File: src/rtl/srbu_pkg.sv
// shared types and constants for the strip readout block unpacker
`default_nettype none

package srbu_pkg;

    // configuration register indexes
    localparam logic [1:0] REG_EXPECTED_MARKER = 2'd0;
    localparam logic [1:0] REG_STRIP_LIMIT     = 2'd1;

    // reset values of the configuration registers
    localparam logic [15:0] MARKER_RESET = 16'h1ff3;
    localparam logic [9:0]  LIMIT_RESET  = 10'd512;

    // parser phases
    localparam logic [1:0] PH_IDLE   = 2'd0;
    localparam logic [1:0] PH_HEADER = 2'd1;
    localparam logic [1:0] PH_STRIPS = 2'd2;

    // header word positions that carry checks
    localparam logic [3:0] HPOS_MARKER = 4'd1;
    localparam logic [3:0] HPOS_LENGTH = 4'd2;
    localparam logic [3:0] HPOS_COUNT  = 4'd4;
    localparam logic [3:0] HPOS_LAST   = 4'd8;

    // status codes
    localparam logic [2:0] ST_OK        = 3'd0;
    localparam logic [2:0] ST_MARKER    = 3'd1;
    localparam logic [2:0] ST_LENGTH    = 3'd2;
    localparam logic [2:0] ST_COUNT_MOD = 3'd3;
    localparam logic [2:0] ST_COUNT_MAX = 3'd4;
    localparam logic [2:0] ST_OVER_LIM  = 3'd5;
    localparam logic [2:0] ST_CHANNEL   = 3'd6;
    localparam logic [2:0] ST_BOARD     = 3'd7;

    // result kinds
    localparam logic KIND_RECORD = 1'b0;
    localparam logic KIND_STATUS = 1'b1;

    localparam logic [13:0] HARD_STRIP_MAX = 14'd512;
    localparam logic [5:0]  CHAN_MAX       = 6'd31;
    localparam logic [7:0]  BOARD_MAX      = 8'd8;

    // result queue
    localparam int RQ_DEPTH = 4;
    localparam int RQ_PTR_W = $clog2(RQ_DEPTH);

    typedef struct packed {
        logic        kind;
        logic [3:0]  board_number;
        logic [4:0]  channel_number;
        logic [15:0] energy_high;
        logic [15:0] energy_low;
        logic [15:0] hit_time;
        logic [2:0]  status;
        logic [9:0]  strips_done;
        logic        last;
    } result_t;

endpackage

`default_nettype wire

File: src/rtl/strip_readout_block_unpacker_top.sv
// strip readout block unpacker: header checks, strip mapping and result queue
// results: a result is written into the registered result queue when the word that causes it is taken
// throughput: one word per cycle; a final strip beat pushes two results into a
// four-entry result queue, and s_ready drops while fewer than two entries are free
// reset: aresetn is synchronous and active low; it clears the parser, the queue and
// sets the marker and strip limit registers to their defaults
`default_nettype none

module strip_readout_block_unpacker_top
    import srbu_pkg::*;
#(
    parameter int MAX_STRIPS = 512
) (
    input  wire logic        aclk,
    input  wire logic        aresetn,

    input  wire logic        cfg_valid,
    output logic             cfg_ready,
    input  wire logic [1:0]  cfg_index,
    input  wire logic [15:0] cfg_data,

    input  wire logic        s_valid,
    output logic             s_ready,
    input  wire logic [15:0] s_word,
    input  wire logic        s_start_req,

    output logic             m_valid,
    input  wire logic        m_ready,
    output logic             m_kind,
    output logic [3:0]       m_board_number,
    output logic [4:0]       m_channel_number,
    output logic [15:0]      m_energy_high,
    output logic [15:0]      m_energy_low,
    output logic [15:0]      m_hit_time,
    output logic [2:0]       m_status,
    output logic [9:0]       m_strips_done,
    output logic             m_last
);

    localparam logic [9:0] MAX_STRIPS_W = 10'(MAX_STRIPS);

    logic [15:0] marker_reg;
    logic [9:0]  limit_reg;

    logic [1:0]  phase_reg,   phase_next;
    logic [3:0]  hpos_reg,    hpos_next;
    logic [9:0]  target_reg,  target_next;
    logic [9:0]  counter_reg, counter_next;
    logic [1:0]  rpos_reg,    rpos_next;
    logic [15:0] id_reg,      id_next;
    logic [15:0] high_reg,    high_next;
    logic [15:0] low_reg,     low_next;

    result_t               rq_mem [RQ_DEPTH];
    logic [RQ_PTR_W-1:0]   head_reg, head_next;
    logic [RQ_PTR_W-1:0]   tail_reg, tail_next;
    logic [RQ_PTR_W:0]     count_reg, count_next;

    logic        s_fire, m_fire;
    logic        do_rec, do_fin;
    logic [2:0]  fin_status;
    logic [9:0]  eff_limit;
    logic [13:0] quarter;
    logic [7:0]  chip;
    logic [5:0]  chan_map;
    logic [7:0]  board_map;
    result_t     rec_res, fin_res, push0, push1;
    logic [1:0]  n_push;

    assign cfg_ready = 1'b1;
    assign s_ready   = (count_reg <= (RQ_PTR_W+1)'(RQ_DEPTH - 2));
    assign s_fire    = s_valid && s_ready;
    assign m_valid   = (count_reg != '0);
    assign m_fire    = m_valid && m_ready;

    assign eff_limit = (limit_reg < MAX_STRIPS_W) ? limit_reg : MAX_STRIPS_W;
    assign quarter   = s_word[15:2];
    assign chip      = id_reg[12:5];
    assign chan_map  = {id_reg[4:0], chip[0]};
    assign board_map = {1'b0, chip[7:1]} + {7'd0, chip[0]};

    // parser
    always_comb begin
        phase_next   = phase_reg;
        hpos_next    = hpos_reg;
        target_next  = target_reg;
        counter_next = counter_reg;
        rpos_next    = rpos_reg;
        id_next      = id_reg;
        high_next    = high_reg;
        low_next     = low_reg;
        do_rec       = 1'b0;
        do_fin       = 1'b0;
        fin_status   = ST_OK;

        if (s_fire) begin
            if (s_start_req) begin
                phase_next   = PH_HEADER;
                hpos_next    = HPOS_MARKER;
                target_next  = '0;
                counter_next = '0;
                rpos_next    = '0;
            end else begin
                case (phase_reg)
                    PH_HEADER: begin
                        hpos_next = hpos_reg + 4'd1;
                        if (hpos_reg == HPOS_MARKER) begin
                            if (s_word != marker_reg) begin
                                do_fin     = 1'b1;
                                fin_status = ST_MARKER;
                            end
                        end else if (hpos_reg == HPOS_LENGTH) begin
                            if (s_word[15:11] != '0) begin
                                do_fin     = 1'b1;
                                fin_status = ST_LENGTH;
                            end
                        end else if (hpos_reg == HPOS_COUNT) begin
                            if (s_word[1:0] != 2'd0) begin
                                do_fin     = 1'b1;
                                fin_status = ST_COUNT_MOD;
                            end else if (quarter > HARD_STRIP_MAX) begin
                                do_fin     = 1'b1;
                                fin_status = ST_COUNT_MAX;
                            end else if (quarter > {4'd0, eff_limit}) begin
                                do_fin     = 1'b1;
                                fin_status = ST_OVER_LIM;
                            end else begin
                                target_next = quarter[9:0];
                            end
                        end else if (hpos_reg >= HPOS_LAST) begin
                            if (target_reg == '0) begin
                                do_fin     = 1'b1;
                                fin_status = ST_OK;
                            end else begin
                                phase_next = PH_STRIPS;
                                rpos_next  = '0;
                            end
                        end
                    end
                    PH_STRIPS: begin
                        rpos_next = rpos_reg + 2'd1;
                        case (rpos_reg)
                            2'd0: id_next   = s_word;
                            2'd1: high_next = s_word;
                            2'd2: low_next  = s_word;
                            default: begin
                                if (chan_map > CHAN_MAX) begin
                                    do_fin     = 1'b1;
                                    fin_status = ST_CHANNEL;
                                end else if (board_map > BOARD_MAX) begin
                                    do_fin     = 1'b1;
                                    fin_status = ST_BOARD;
                                end else begin
                                    do_rec       = 1'b1;
                                    counter_next = counter_reg + 10'd1;
                                    if (counter_next >= target_reg) begin
                                        do_fin     = 1'b1;
                                        fin_status = ST_OK;
                                    end
                                end
                            end
                        endcase
                    end
                    default: ;
                endcase
            end
            if (do_fin) begin
                phase_next = PH_IDLE;
                hpos_next  = '0;
                rpos_next  = '0;
            end
        end
    end

    // result beats
    always_comb begin
        rec_res                = '0;
        rec_res.kind           = KIND_RECORD;
        rec_res.board_number   = board_map[3:0];
        rec_res.channel_number = chan_map[4:0];
        rec_res.energy_high    = high_reg;
        rec_res.energy_low     = low_reg;
        rec_res.hit_time       = s_word;
        rec_res.status         = ST_OK;
        rec_res.strips_done    = counter_next;
        rec_res.last           = 1'b0;

        fin_res             = '0;
        fin_res.kind        = KIND_STATUS;
        fin_res.status      = fin_status;
        fin_res.strips_done = counter_next;
        fin_res.last        = 1'b1;

        push0  = do_rec ? rec_res : fin_res;
        push1  = fin_res;
        n_push = {1'b0, do_rec} + {1'b0, do_fin};
    end

    always_comb begin
        tail_next  = tail_reg + RQ_PTR_W'(n_push);
        head_next  = m_fire ? head_reg + RQ_PTR_W'(1) : head_reg;
        count_next = count_reg + (RQ_PTR_W+1)'(n_push) - (RQ_PTR_W+1)'(m_fire);
    end

    always_ff @(posedge aclk) begin
        if (!aresetn) begin
            marker_reg <= MARKER_RESET;
            limit_reg  <= LIMIT_RESET;
        end else if (cfg_valid && cfg_ready) begin
            case (cfg_index)
                REG_EXPECTED_MARKER: marker_reg <= cfg_data;
                REG_STRIP_LIMIT:     limit_reg  <= cfg_data[9:0];
                default: ;
            endcase
        end
    end

    always_ff @(posedge aclk) begin
        if (!aresetn) begin
            phase_reg   <= PH_IDLE;
            hpos_reg    <= '0;
            target_reg  <= '0;
            counter_reg <= '0;
            rpos_reg    <= '0;
            head_reg    <= '0;
            tail_reg    <= '0;
            count_reg   <= '0;
        end else begin
            phase_reg   <= phase_next;
            hpos_reg    <= hpos_next;
            target_reg  <= target_next;
            counter_reg <= counter_next;
            rpos_reg    <= rpos_next;
            head_reg    <= head_next;
            tail_reg    <= tail_next;
            count_reg   <= count_next;
        end
    end

    // strip words and queue entries carry no reset
    always_ff @(posedge aclk) begin
        id_reg   <= id_next;
        high_reg <= high_next;
        low_reg  <= low_next;
        if (n_push != 2'd0) begin
            rq_mem[tail_reg] <= push0;
        end
        if (n_push == 2'd2) begin
            rq_mem[tail_reg + RQ_PTR_W'(1)] <= push1;
        end
    end

    assign m_kind           = rq_mem[head_reg].kind;
    assign m_board_number   = rq_mem[head_reg].board_number;
    assign m_channel_number = rq_mem[head_reg].channel_number;
    assign m_energy_high    = rq_mem[head_reg].energy_high;
    assign m_energy_low     = rq_mem[head_reg].energy_low;
    assign m_hit_time       = rq_mem[head_reg].hit_time;
    assign m_status         = rq_mem[head_reg].status;
    assign m_strips_done    = rq_mem[head_reg].strips_done;
    assign m_last           = rq_mem[head_reg].last;

    a_queue_bound: assert property (@(posedge aclk) disable iff (!aresetn)
        count_reg <= (RQ_PTR_W+1)'(RQ_DEPTH))
        else $error("result queue overfilled");

    a_record_shape: assert property (@(posedge aclk) disable iff (!aresetn)
        (m_valid && m_kind == KIND_RECORD) |-> (!m_last && m_status == ST_OK))
        else $error("record beat carries status fields");

    a_start_enters_header: assert property (@(posedge aclk) disable iff (!aresetn)
        (s_fire && s_start_req) |=> (phase_reg == PH_HEADER && hpos_reg == HPOS_MARKER))
        else $error("start beat did not open a block");

    a_strip_count_bound: assert property (@(posedge aclk) disable iff (!aresetn)
        (phase_reg == PH_STRIPS) |-> (counter_reg < target_reg))
        else $error("strip counter passed its target");

endmodule

`default_nettype wire

File: config.mk
export PLATFORM = sky130hd
export DESIGN_NAME = strip_readout_block_unpacker_top
export DESIGN_NICKNAME = d
export VERILOG_FILES = /design/src/rtl/srbu_pkg.sv /design/src/rtl/strip_readout_block_unpacker_top.sv
export SDC_FILE = /design/constraint.sdc
export NUM_CORES = 1
export LEC_CHECK = 0
export BUFFER_PORTS_ARGS = -buffer_cell sky130_fd_sc_hd__buf_4
export CELL_PAD_IN_SITES_DETAIL_PLACEMENT = 0
export CELL_PAD_IN_SITES_GLOBAL_PLACEMENT = 1
export CORE_MARGIN = 1.5
export CORE_UTILIZATION = 30
export CTS_BUF_LIST = sky130_fd_sc_hd__clkbuf_8
export DETAILED_ROUTE_END_ITERATION = 12
export PLACE_DENSITY_LB_ADDON = 0.05
export SLEW_MARGIN = 25
export SYNTH_ARGS = -nofsm -noshare
export SYNTH_HDL_FRONTEND = slang
export SYNTH_SLANG_ARGS = --single-unit
File: constraint.sdc
create_clock -name aclk -period 4.6 [get_ports aclk]
set_input_delay 0.23 -clock aclk [delete_from_list [all_inputs] [get_ports aclk]]
set_output_delay 0.23 -clock aclk [all_outputs]
set_load 0.05 [all_outputs]
# Word-level counts from Yosys, hierarchy flattened

Memories as Yosys holds them, arrays and structs flattened. A register that Yosys moved wholly into a read port is not among the register bits.
Cells that the tools add are included.

Equality and inequality tests: 24
$mul: 0
Bitwise logic cells: 1
Reduce and logical (&&, ||, !) cells: 24
Add/sub/neg operators: 10
Muxes and demuxes: 79
Shift operators: 0
Divide/modulo/power cells: 0
$lt $le $gt $ge: 8

Operators with widths:

| operator                                                                | number |
|---|---|
| 10-bit 2-to-1 mux                                                       | 15 |
| 72-bit 2-to-1 mux                                                       | 1 |
| 2-bit 2-to-1 mux                                                        | 18 |
| 3-bit 2-to-1 mux                                                        | 11 |
| 1-bit 2-to-1 mux                                                        | 28 |
| 4-bit != test (second input constant)                                   | 5 |
| 16-bit != test                                                          | 1 |
| 14-bit by 10-bit > comparator with 1-bit output                         | 1 |
| 14-bit by 10-bit > comparator with 1-bit output (second input constant) | 1 |
| 7-bit AND reduction                                                     | 2 |
| 4-bit 2-to-1 mux                                                        | 3 |
| 3-bit by 2-bit != test with 1-bit output (second input constant)        | 4 |
| 4-bit AND reduction                                                     | 3 |
| 10-bit by 1-bit adder with 10-bit output (second input constant)        | 1 |
| 10-bit >= comparator                                                    | 1 |
| 10-bit logical NOT                                                      | 1 |
| 10-bit < comparator (second input constant)                             | 1 |
| 2-bit != test (second input constant)                                   | 5 |
| 3-bit nonzero test                                                      | 3 |
| 7-bit by 1-bit adder with 8-bit output                                  | 1 |
| 8-bit by 4-bit > comparator with 1-bit output (second input constant)   | 1 |
| 8-bit AND reduction                                                     | 1 |
| 2-bit nonzero test                                                      | 4 |
| 2-bit by 1-bit adder with 2-bit output (second input constant)          | 3 |
| other kinds (23)                                                        | 31 |

Memories: 1
RAM bits: 288
Output and inout bits: 75
Register bits: 106
Latch bits: 0
Input port bits: 40
Word-level logic and storage cells: 160
Memory bits (read-only): 0

Memories:

| name   | depth | width | rd ports | clocked after memory_dff | write ports | RTL line                               | RTL |
|---|---|---|---|---|---|---|---|
| rq_mem | 4     | 72    | 1        | 1                        | 2           | strip_readout_block_unpacker_top.sv:54 | `result_t rq_mem [RQ_DEPTH];` |

# Depth between registers and ports, before layout

Gate-level depths: netlist of run 1.

Depth in word-level cells: 17
Mapped depth: 21
Gate-level depth less buffers: 20

# Worst setup path before layout of run 1

No wires, ideal clock.

Kind: reg2reg
Start point: register id_reg[5]
End point: memory rq_mem[1][10] (netlist bit) (enable)
Setup slack: 130 ps
Cell stages (with the launch flop): 18
Library setup time: 308 ps
Arrival: 4162 ps
Buffers on the path: 4
Period minus slack after synthesis: 4470 ps
Required time: 4292 ps
Cell sequence: edfxtp_1 > ha_1 > ha_1 > xor2_1 > or3_1 > a2111oi_0 > a31o_2 > o21ai_0 > nand2_1 > ha_1 > clkbuf_1 > nand2b_1 > o21ai_0 > nand2b_1 > clkbuf_1 > clkbuf_1 > buf_1 > inv_1

RTL lines:

| item                     | RTL line                                | RTL |
|---|---|---|
| start: declaration       | strip_readout_block_unpacker_top.sv:50  | `logic [15:0] id_reg, id_next;` |
| start signal: assignment | strip_readout_block_unpacker_top.sv:242 | `id_reg <= id_next;` |
| end: declaration         | strip_readout_block_unpacker_top.sv:54  |  |

# Worst setup path in the final report of run 1

Start point: register id_reg[5]
End point: register count_reg[2]

Word-level cells in the longest chain between the ends: 12
Elaborated cells on any way between the ends: 19
Those cells by class: add/sub (4); order compare (2); mux (13)

Ends and longest elaborated chain:

| item                                          | RTL line                                | RTL |
|---|---|---|
| 7-bit by 1-bit adder with 8-bit output        | strip_readout_block_unpacker_top.sv:80  | `assign board_map = {1'b0, chip[7:1]} + {7'd0, chip[0]};` |
| 8-bit by 4-bit > comparator with 1-bit output | strip_readout_block_unpacker_top.sv:150 | `end else if (board_map > BOARD_MAX) begin` |
| 1-bit 2-to-1 mux                              | strip_readout_block_unpacker_top.sv:150 |  |
| 1-bit 2-to-1 mux                              | strip_readout_block_unpacker_top.sv:147 | `if (chan_map > CHAN_MAX) begin` |
| 1-bit 2-to-1 mux                              | strip_readout_block_unpacker_top.sv:142 | `case (rpos_reg)` |
| 1-bit case mux with 2 select lines            | strip_readout_block_unpacker_top.sv:104 | `case (phase_reg)` |
| 1-bit 2-to-1 mux                              | strip_readout_block_unpacker_top.sv:97  | `if (s_start_req) begin` |
| 1-bit 2-to-1 mux (2 in series)                | strip_readout_block_unpacker_top.sv:96  | `if (s_fire) begin` |
| 1-bit by 1-bit adder with 2-bit output *      | strip_readout_block_unpacker_top.sv:196 | `n_push = {1'b0, do_rec} + {1'b0, do_fin};` |
| 3-bit by 2-bit adder with 3-bit output *      | strip_readout_block_unpacker_top.sv:202 | `count_next = count_reg + (RQ_PTR_W+1)'(n_push) - (RQ_PTR_W+1)'(m_fire);` |
| 3-bit by 1-bit subtractor with 3-bit output * | strip_readout_block_unpacker_top.sv:202 |  |
| end signal: assignment                        | strip_readout_block_unpacker_top.sv:236 | `count_reg <= count_next;` |
| end: declaration                              | strip_readout_block_unpacker_top.sv:57  | `logic [RQ_PTR_W:0] count_reg, count_next;` |

Every way passes the cells marked *; elsewhere a longest branch is shown, timed or not. The select of a mux whose other input is x is not followed.
A chain may end at the register's enable or synchronous reset.

==> impl_results.md, run 1 <==
- First-pass GRT wire length: 74220 µm
- Die W: 233.8 µm
- Status: completed
- Max Clk Rate: 233.7 MHz
- Die area: 0.05464 mm²
- Yosys warns: 0
- Syn_nets: 1374
- Async S/R FF share, synth: 0%
- Largest Register: rq_mem
- Avg Cell Area, Syn: 12.35 µm²
- Share of cells above drive strength 1: 23.18%
- # setup viols final: 0
- Total of max-cap violations: 0
- Number of flops mapped to enable cells by yosys: 97
- CTS Buf Count: 74
- Met1 GRT Util: 23.86%
- Filler cells: 5178
- Dpl hpwl: 29280 µm
- WL final: 49270 µm
- Number of nets with antenna violations after detailed routing: 0
- Synth top area share: 36.97%
- Post-synthesis sequential area ratio: 55.20%
- Initial antenna violation count: 1
- Largest register FFs: 284
- Nets@finish: 1542
- Pwr dens: 416.3 mW/mm²
- Yosys top cell by area: dfxtp_1
- CTS tree: built
- WL per Instance: 22.27 µm
- Worst-path clk slew: 0.05 ns
- Setup tns final: 0 ns
- Least-Margin Pin Slew: 0.9763 ns
- Post-synthesis instance total: 1294
- Worst skew pair latency: 0.65 ns
- Chip height: 233.8 µm
- DR vias: 11175
- Fin. Hold Viols: 0
- CP required: 5.12 ns
- 1st-iter DRT viols: 736
- Clk sink count: 392
- Cell Area, Synth: 0.01598 mm²
- Synth area leaders: dfxtp_1 37%, edfxtp_1 18%, a22o_1 13%
- Synthesized flop and latch total: 392
- Met3 GRT Util: 3.624%
- GRT Max-Usage Layer: met2
- Leak Pwr: 7.361 nW
- Most common cell after layout, fill and taps aside: dfxtp_1
- Core area: 0.05255 mm²
- Crit Path Class: reg2reg
- Row Count: 84
- Vias in the first global route: 11628
- Fin crit share: 93.01%
- I/O Pins: 115
- H-tree depth: 3
- Critical Path Fanout Max: 5
- Total grt overflow: 0
- Largest net degree at the start of global routing: 68
- Critical Path AT: 4.80 ns
- Clock buffer depth: 3
- Crit path time final: 4.278 ns
- Fin Clk Skew: 0.02416 ns
- Slew Limit Headroom: 34.91%
- Vias per Instance: 5.052
- Fin worst setup slack: 0.3215 ns
- Final GP Congestion: 0.7067
- Most frequent cells in the layout: 293 x dfxtp_1, 229 x a22o_1, 143 x buf_4
- CP Launch Type: flop
- Pre-CTS setup slack: 0.1423 ns
- PortBufs: 113
- Main flop type after synthesis: dfxtp_1
- Syn-to-layout area delta: 23.01%
- RSZ-0062 raised after global routing: false
- Met2 Use GR: 30.62%
- Crit. End Element: flop
- TritonRoute pass-1 iters: 5
- Post-synth cell types: 67
- Root buffer cell: clkbuf_8
- Initial Util: 30.40%
- Worst vdd ir: 0.2642 mV
- HP Class: in2reg
- Drc violations: 0
- GRT Overall Usage: 18.34%
- Final Slew Violations: 0
final timing paths:
check                      from             to  slack, ns  cells after the start
setup reg to reg      id_reg[5]   count_reg[2]       0.32                     17
hold / removal          aresetn   limit_reg[9]       0.08                      2
setup / recovery      id_reg[5]   count_reg[2]       0.32                     17
hold reg to reg   rq_mem[2][70]  rq_mem[2][70]       0.44                      2
critical path, stage by stage, from the launching register on:
cell and delay [ns]:
edfxtp_1 0.45, ha_1 0.27, ha_1 0.23, xor2_1 0.22, or3_1 0.41, a2111oi_1 0.42, buf_4 0.18, a31o_2 0.18
o21ai_0 0.15, and2_1 0.20, ha_1 0.29, inv_1 0.04, ha_1 0.26, inv_1 0.04, ha_1 0.18, fa_1 0.37
xnor2_1 0.13, and2_1 0.15
per-stage QoR:
stage               hold WS, ns  utilization [%]  cells  instance area [µm²]  total power, mW
finish                  0.08191            37.40   2212                19650            8.182
global route            0.09484            37.39   2211                19650            8.566
CTS                     0.03441            37.31   2208                19610            8.339
detailed placement       0.4291            33.61   2026                17660            4.829
global placement         0.4320            33.60   2026                17660            4.835
floorplan                0.3289                -   1294                15980            4.457
where the power goes:
part | total, mW | internal (mW) | switching [mW]
clock network | 3.43 | 1.84 | 1.59
registers | 3.69 | 3.56 | 0.129
logic | 1.07 | 0.429 | 0.637
kinds of logic (layout without fill, tap and decap cells):
family / Yosys count / after routing / share of synthesized area (%)
AOI/OAI and AO/OA: 329 / 329 / 16.82
DFF: 392 / 392 / 55.20
and+or+nand+nor: 275 / 275 / 8.513
other: 1 / 2 / 0.02347
buffers and inverters: 143 / 372 / 3.830
xor gates and xnor gates: 34 / 34 / 1.864
muxes: 80 / 80 / 10.57
adders and majority gates: 40 / 40 / 3.180
cell type report:
cell class | instances | area (µm²) | area share, %
tap | 688 | 860.8 | 4.381
timing repair buffer | 197 | 1704 | 8.672
antenna | 1 | 2.502 | 0.01273
sequential | 392 | 8826 | 44.91
multi-input combinational | 759 | 6624 | 33.71
inverter | 38 | 142.6 | 0.7258
clock inverter | 51 | 307.8 | 1.566
clock buffer | 86 | 1184 | 6.023
Yosys cell counts, types with 16 or more instances:
cell type	number
a21oi_1	16
mux4_2	71
inv_1	36
dfxtp_1	295
a22o_1	229
nor2_1	78
xor2_1	18
ha_1	39
nor2b_1	31
o21ai_0	20
edfxtp_1	97
nand2_1	68
clkbuf_1	70
xnor2_1	16
nand3_1	28
metal layers:
layer  wire length [µm]  vias to the layer above
met5                  0                        -
met4                841                        0
met3               2179                       59
met2              23860                      231
met1              22390                     5642
li1                   -                     5243
what timing repair did:
item                       in CTS  in global routing
hold endpoints to repair      117                  0
gates resized for setup         0                  6
buffers inserted                0                  3
hold buffers                   45                  0
setup endpoints to repair       0                294
(Power assumes the default switching activity.)
==> inputs of run 2 (changes only) <==
--- a/config.mk
+++ b/config.mk
@@ -8,8 +8,9 @@
 export BUFFER_PORTS_ARGS = -buffer_cell sky130_fd_sc_hd__buf_4
 export CELL_PAD_IN_SITES_DETAIL_PLACEMENT = 0
 export CELL_PAD_IN_SITES_GLOBAL_PLACEMENT = 1
+export CORE_ASPECT_RATIO = 0.5
 export CORE_MARGIN = 1.5
-export CORE_UTILIZATION = 30
+export CORE_UTILIZATION = 46
 export CTS_BUF_LIST = sky130_fd_sc_hd__clkbuf_8
 export DETAILED_ROUTE_END_ITERATION = 12
 export PLACE_DENSITY_LB_ADDON = 0.05
==> run 2 against run 1 <==
Via count up 1.2%; hold slack got worse by 0.077 ns; critical path depth down 1; global-route usage increased by 6.1 points; design area shrank 3.9%; die area fell by 34%; routed wire length fell by 12%.
==> impl_results.md, run 2 (synthesis results as in run 1) <==
- Status: completed
- Worst vdd ir: 0.4507 mV (+71%)
- Largest net degree at the start of global routing: 68 (unchanged)
- Initial antenna violation count: 4 (+3)
- HP Class: in2reg
- RSZ-0062 raised after global routing: true
- Initial Util: 47.49% (+17 points)
- Dpl hpwl: 26050 µm (-11%)
- Share of cells above drive strength 1: 21.82% (-1.4 points)
- Syn-to-layout area delta: 18.23%
- Crit path time final: 4.360 ns (+0.08144 ns)
- Largest Register: rq_mem
- Critical Path Fanout Max: 5 (unchanged)
- Most common cell after layout, fill and taps aside: dfxtp_1
- Crit. End Element: flop
- Total of max-cap violations: 0 (unchanged)
- Critical path's slowest cell: a2111oi_2
- Number of nets with antenna violations after detailed routing: 0 (unchanged)
- Worst skew pair latency: 0.63 ns (-0.02 ns)
- CP required: 5.09 ns (-0.03 ns)
- Fin Clk Skew: 0.03871 ns (+0.01454 ns)
- Crit path buffers/inverters: 2 (-1)
- Critical Path AT: 4.85 ns (+0.05 ns)
- TritonRoute pass-1 iters: 5 (unchanged)
- CP cell instances: ha_1 > ha_1 > xor2_1 > or3_1 > a2111oi_2 > a31o_2 > o21ai_0 > and2_1 > ha_1 > inv_1 > ha_1 > inv_1 > ha_1 > fa_1 > xnor2_1 > and2_1
- DR vias: 11308 (+1.2%)
- Most used cell along the critical path: ha_1
- Crit Path Class: reg2reg
- I/O Pins: 115 (unchanged)
- Die W: 266.6 µm (+14%)
- Total grt overflow: 0 (unchanged)
- Most frequent cells in the layout: 293 x dfxtp_1, 229 x a22o_1, 141 x buf_4
- WL per Instance: 22.43 µm (+0.69%)
- Worst-path clk slew: 0.07 ns (+0.02 ns)
- Leak Pwr: 7.177 nW (-2.5%)
- Chip height: 134.8 µm (-42%)
- CTS tree: built
- Fin. Hold Viols: 0 (unchanged)
- CP Launch Type: flop
- Vias per Instance: 5.826 (+15%)
- Nets@finish: 1510 (-2.1%)
- Placed cell area: 0.01740 mm² (-1.5%)
- Pre-CTS setup slack: -0.01079 ns (-0.1531 ns)
- Fin Hold WS: 0.004570 ns (-0.07734 ns)
- Slew Limit Headroom: 30.57% (-4.3 points)
- First-pass GRT wire length: 67070 µm (-9.6%)
- Total power: 7.457 mW (-8.9%)
- Final Slew Violations: 0 (unchanged)
- Ant. Diodes: 0 (-1)
- Drc violations: 0 (unchanged)
- Layout Cells excl Fill: 1941 (-12%)
- CTS Buf Count: 54 (-27%)
- Placed cells: 1803 (-11%)
- GRT Overall Usage: 24.41% (+6.1 points)
- Clk sink count: 392 (unchanged)
- PortBufs: 113 (unchanged)
- CP peak stage delay: 0.54 ns (+0.09 ns)
- Final GP Congestion: 0.8426 (+19%)
- Pwr dens: 394.8 mW/mm² (-5.2%)
- Core area: 0.03364 mm² (-36%)
- Row Count: 47 (-44%)
- Fin crit share: 94.78% (+1.8 points)
- Die area: 0.03592 mm² (-34%)
- Max Clk Rate: 229.4 MHz (-1.9%)
- H-tree depth: 2 (-1)
- 1st-iter DRT viols: 765 (+3.9%)
- Least-Margin Pin Slew: 1.041 ns (+0.06511 ns)
- Vias in the first global route: 11385 (-2.1%)
- # setup viols final: 0 (unchanged)
- Root buffer cell: clkbuf_8
- Largest register FFs: 284 (unchanged)
- Fin worst setup slack: 0.2401 ns (-0.08144 ns)
- Kind of cell adding the most delay to the critical path: adder cells
- Clock buffer depth: 3 (unchanged)
- WL final: 43530 µm (-12%)
- Post-route cell area: 0.01889 mm² (-3.9%)
- Filler cells: 2887 (-44%)
run 2: routing by layer:
| layer | routed length (µm) | part of all wire, % | track usage [%] | up-vias |
|---|---|---|---|---|
| met4 | 738 | 1.7 | 5.808 | 0 |
| met2 | 19770 | 45 | 38.44 | 332 |
| met1 | 20360 | 47 | 35.12 | 5742 |
| met5 | 0 | 0 | 0 | - |
| li1 | - | - | - | 5175 |
| met3 | 2656 | 6.1 | 4.395 | 59 |
run 2: timing repair:
item | 4_1_cts | 5_1_grt
resized for setup | 1 | 3
hold endpoints to repair | 109 | 0
setup buffers | 0 | 3
setup endpoints to repair | 1 | 152
pin swaps | 0 | 0
hold buffers | 33 | 0
run 2: metrics by stage:
stage	utilization, %	TNS [ns]
2_1_floorplan	-	0
3_3_place_gp	51.74	0
3_5_place_dp	51.74	-0.01079
4_1_cts	56.03	0
5_1_grt	56.15	-0.2353
6_report	56.15	0
run 2: path summary, 6_finish.rpt:
kind | start | end | slack [ns] | cells past startpoint
setup / recovery | id_reg[5] | count_reg[2] | 0.24 | 16
hold / removal | cfg_index[1] | marker_reg[14] | 0.005 | 4
setup reg to reg | id_reg[5] | count_reg[2] | 0.24 | 16
hold reg to reg | rq_mem[2][0] | rq_mem[2][0] | 0.44 | 2
run 2: report_power, final:
part	switching (mW)	internal [mW]
Clock	1.34	1.37
Combinational	0.603	0.418
Sequential	0.160	3.56
run 2: tightest hold or removal path: cells and delay by family:
kind,cells,cell delay (ns)
simple gates,2,0.17
buf+inv,1,0.10
compound gates,1,0.06
run 2: cell type report:
class / count / area (µm²) / area share (%)
Tap cell: 465 / 581.8 / 3.080
Sequential cell: 392 / 8826 / 46.73
Inverter: 38 / 142.6 / 0.7552
Clock inverter: 32 / 147.6 / 0.7817
Timing Repair Buffer: 185 / 1609 / 8.519
Multi-Input combinational cell: 759 / 6618 / 35.04
Clock buffer: 70 / 963.4 / 5.101
==> inputs of run 3 (changes only) <==
--- a/config.mk
+++ b/config.mk
@@ -10,7 +10,7 @@
 export CELL_PAD_IN_SITES_GLOBAL_PLACEMENT = 1
 export CORE_ASPECT_RATIO = 0.5
 export CORE_MARGIN = 1.5
-export CORE_UTILIZATION = 46
+export CORE_UTILIZATION = 55
 export CTS_BUF_LIST = sky130_fd_sc_hd__clkbuf_8
 export DETAILED_ROUTE_END_ITERATION = 12
 export PLACE_DENSITY_LB_ADDON = 0.05
==> constraint.sdc (replaced) <==
create_clock -name aclk -period 5.5 [get_ports aclk]
set_input_delay 0.275 -clock aclk [delete_from_list [all_inputs] [get_ports aclk]]
set_output_delay 0.275 -clock aclk [all_outputs]
set_load 0.05 [all_outputs]
==> run 3 against run 2 <==
Hold slack improved by 0.041 ns; design area shrank 2.6%; core utilization grew 9.3 points; clock power down 20%; global-route usage grew 3.3 points; non-clock buffer count is 27 lower; sequential power fell by 17%; largest power group unchanged; worst setup slack better by 0.23 ns; clock skew decreased by 0.0017 ns; critical endpoint is now rq_mem[0][8]; register-to-register slack improved by 0.23 ns; routed wire length decreased by 6.0%.
==> impl_results.md, run 3 (synthesis results as in run 1) <==
- Largest net degree at the start of global routing: 68 (unchanged)
- Fin Hold WS: 0.04511 ns (+0.04054 ns)
- Storage element area: 0.008826 mm² (unchanged)
- Placed cell area: 0.01706 mm² (-2.0%)
- Critical Path Fanout Max: 13 (+8)
- Least-Margin Pin Slew: 1.049 ns (+0.007766 ns)
- Largest Register: rq_mem
- Max Clk Rate: 198.6 MHz (-13%)
- Crit. End Element: flop
- CP required: 5.75 ns (+0.66 ns)
- Setup tns final: 0 ns (unchanged)
- Dpl hpwl: 24750 µm (-5.0%)
- Crit Reg-Reg Startpoint: id_reg[5]
- HP Class: in2reg
- I/O Pins: 115 (unchanged)
- Worst skew pair latency: 0.63 ns (about the same)
- Pwr dens: 332.8 mW/mm² (-16%)
- Worst-path clk slew: 0.07 ns (about the same)
- Total of max-cap violations: 0 (unchanged)
- R2R cell count: 11 (-5)
- Critical Path AT: 5.29 ns (+0.44 ns)
- Initial Util: 56.77% (+9.3 points)
- Cts hold-fix bufs: 29 (-12%)
- Row Count: 43 (-8.5%)
- Fin worst setup slack: 0.4658 ns (+0.2257 ns)
- WL per Instance: 22.41 µm (about the same)
- Status: completed
- Crit Path Class: reg2reg
- GRT Overall Usage: 27.74% (+3.3 points)
- Drc violations: 0 (unchanged)
- Pre-CTS setup slack: 0.5434 ns (+0.5542 ns)
- Reg2reg end: rq_mem[0][8]
- Leak Pwr: 6.981 nW (-2.7%)
- Number of nets with antenna violations after detailed routing: 0 (unchanged)
- Met3 GRT Util: 6.664% (+2.3 points)
- Fin Clk Skew: 0.03698 ns (-0.001723 ns)
- WHS Endpoint: low_reg[2]
- Die area: 0.03014 mm² (-16%)
- Min-Delay Path Depth: 1 (-3)
- Total power: 6.125 mW (-18%)
- Multi-input gate area in the final layout: 0.006604 mm² (-0.21%)
- RSZ-0062 raised after global routing: false
- Die W: 244.0 µm (-8.5%)
- Fin crit share: 91.53% (-3.2 points)
- Most common cell after layout, fill and taps aside: dfxtp_1
- WL final: 40920 µm (-6.0%)
- Final Slew Violations: 0 (unchanged)
- # setup viols final: 0 (unchanged)
- Slew Limit Headroom: 29.75% (-0.82 points)
- Total grt overflow: 0 (unchanged)
- Initial antenna violation count: 1 (-3)
- Met2 Use GR: 42.29% (+3.9 points)
- Postcts setup bufs: 0 (unchanged)
- CTS resizes: 0 (-1)
- Hold_sp: s_word[2]
- R2r setup slk: 0.47 ns (+0.23 ns)
- Ant. Diodes: 0 (unchanged)
- Syn-to-layout area delta: 15.22%
- Filler cells: 2195 (-24%)
- Crit path time final: 5.034 ns (+0.6743 ns)
- Largest register FFs: 284 (unchanged)
- 1st-iter DRT viols: 924 (+21%)
- TritonRoute pass-1 iters: 5 (unchanged)
- H-tree depth: 2 (unchanged)
- Post-route cell area: 0.01841 mm² (-2.6%)
- Vias in the first global route: 11345 (-0.35%)
- Vias per Instance: 6.154 (+5.6%)
- Core area: 0.02814 mm² (-16%)
- Chip height: 123.5 µm (-8.4%)
- GRT Max-Usage Layer: met2
- Clk sink count: 392 (unchanged)
- Fin. Hold Viols: 0 (unchanged)
- DR vias: 11238 (-0.62%)
- CTS tree: built
- CP Launch Type: flop
- Share of cells above drive strength 1: 20.22% (-1.6 points)
- PortBufs: 113 (unchanged)
- Nets@finish: 1482 (-1.9%)
- CTS Buf Count: 53 (-1.9%)
- Clock buffer depth: 3 (unchanged)
- Root buffer cell: clkbuf_8
- Met1 GRT Util: 39.88% (+4.8 points)
- Worst vdd ir: 0.3801 mV (-16%)
- Most frequent cells in the layout: 293 x dfxtp_1, 229 x a22o_1, 124 x buf_4
- Final GP Congestion: 0.9101 (+8.0%)
- First-pass GRT wire length: 64230 µm (-4.2%)
[run 3: cell types whose count changed in the layout (fill, tap and decap cells not counted), moves of 3 or more]
cell           previous run  this run
clkbuf_8                 70        65
buf_12                   11         4
buf_4                   141       124
dlygate4sd3_1            33        30
[run 3: worst max path at each step]
stage	startpoint	end	slack, ns	cells after the start
6_report	id_reg[5]	rq_mem[0][8]	0.47	11
3_5_place_dp	id_reg[5]	rq_mem[0][6]	0.54	11
5_1_grt	counter_reg[2]	rq_mem[0][1]	0.13	15
4_1_cts	id_reg[5]	rq_mem[0][8]	0.57	11
2_1_floorplan	id_reg[5]	rq_mem[1][10]	1.03	17
3_3_place_gp	id_reg[5]	rq_mem[0][6]	0.64	11
[run 3: power by group]
group | total [mW] | switching, mW | internal (mW)
logic | 0.873 | 0.529 | 0.344
registers | 3.07 | 0.0976 | 2.98
clock network | 2.18 | 1.11 | 1.07
total | 6.13 | 1.73 | 4.39
[run 3: final cells by class]
class	count	area share, %
clock inverters	32	0.8157
well taps	382	2.597
flip-flops and latches	392	47.95
multi-input cells	759	35.88
clock buffers	65	4.860
inverters	38	0.7749
repair buffers	158	7.124
[run 3: metal layers]
layer,vias up,wire length (µm)
li1,5103,-
met1,5654,18820
met2,437,18210
met3,44,3301
met4,0,580
met5,-,0
[run 3: metrics by stage]
step                      util (%)  cells
after global routing         65.41   1826
after global placement       60.62   1699
final                        65.41   1826
after floorplan                  -   1294
after detailed placement     60.63   1699
after CTS                    65.38   1825
[run 3: critical path, cell delays in order (launching register included)]
cell and delay, ns:
edfxtp_1 0.44, ha_1 0.26, ha_1 0.22, xor2_1 0.21, or3_1 0.41, a2111o_1 0.65, nor3_4 0.39, inv_2 0.19
ha_1 0.39, nor3_1 0.71, a31oi_4 0.22, inv_1 0.60
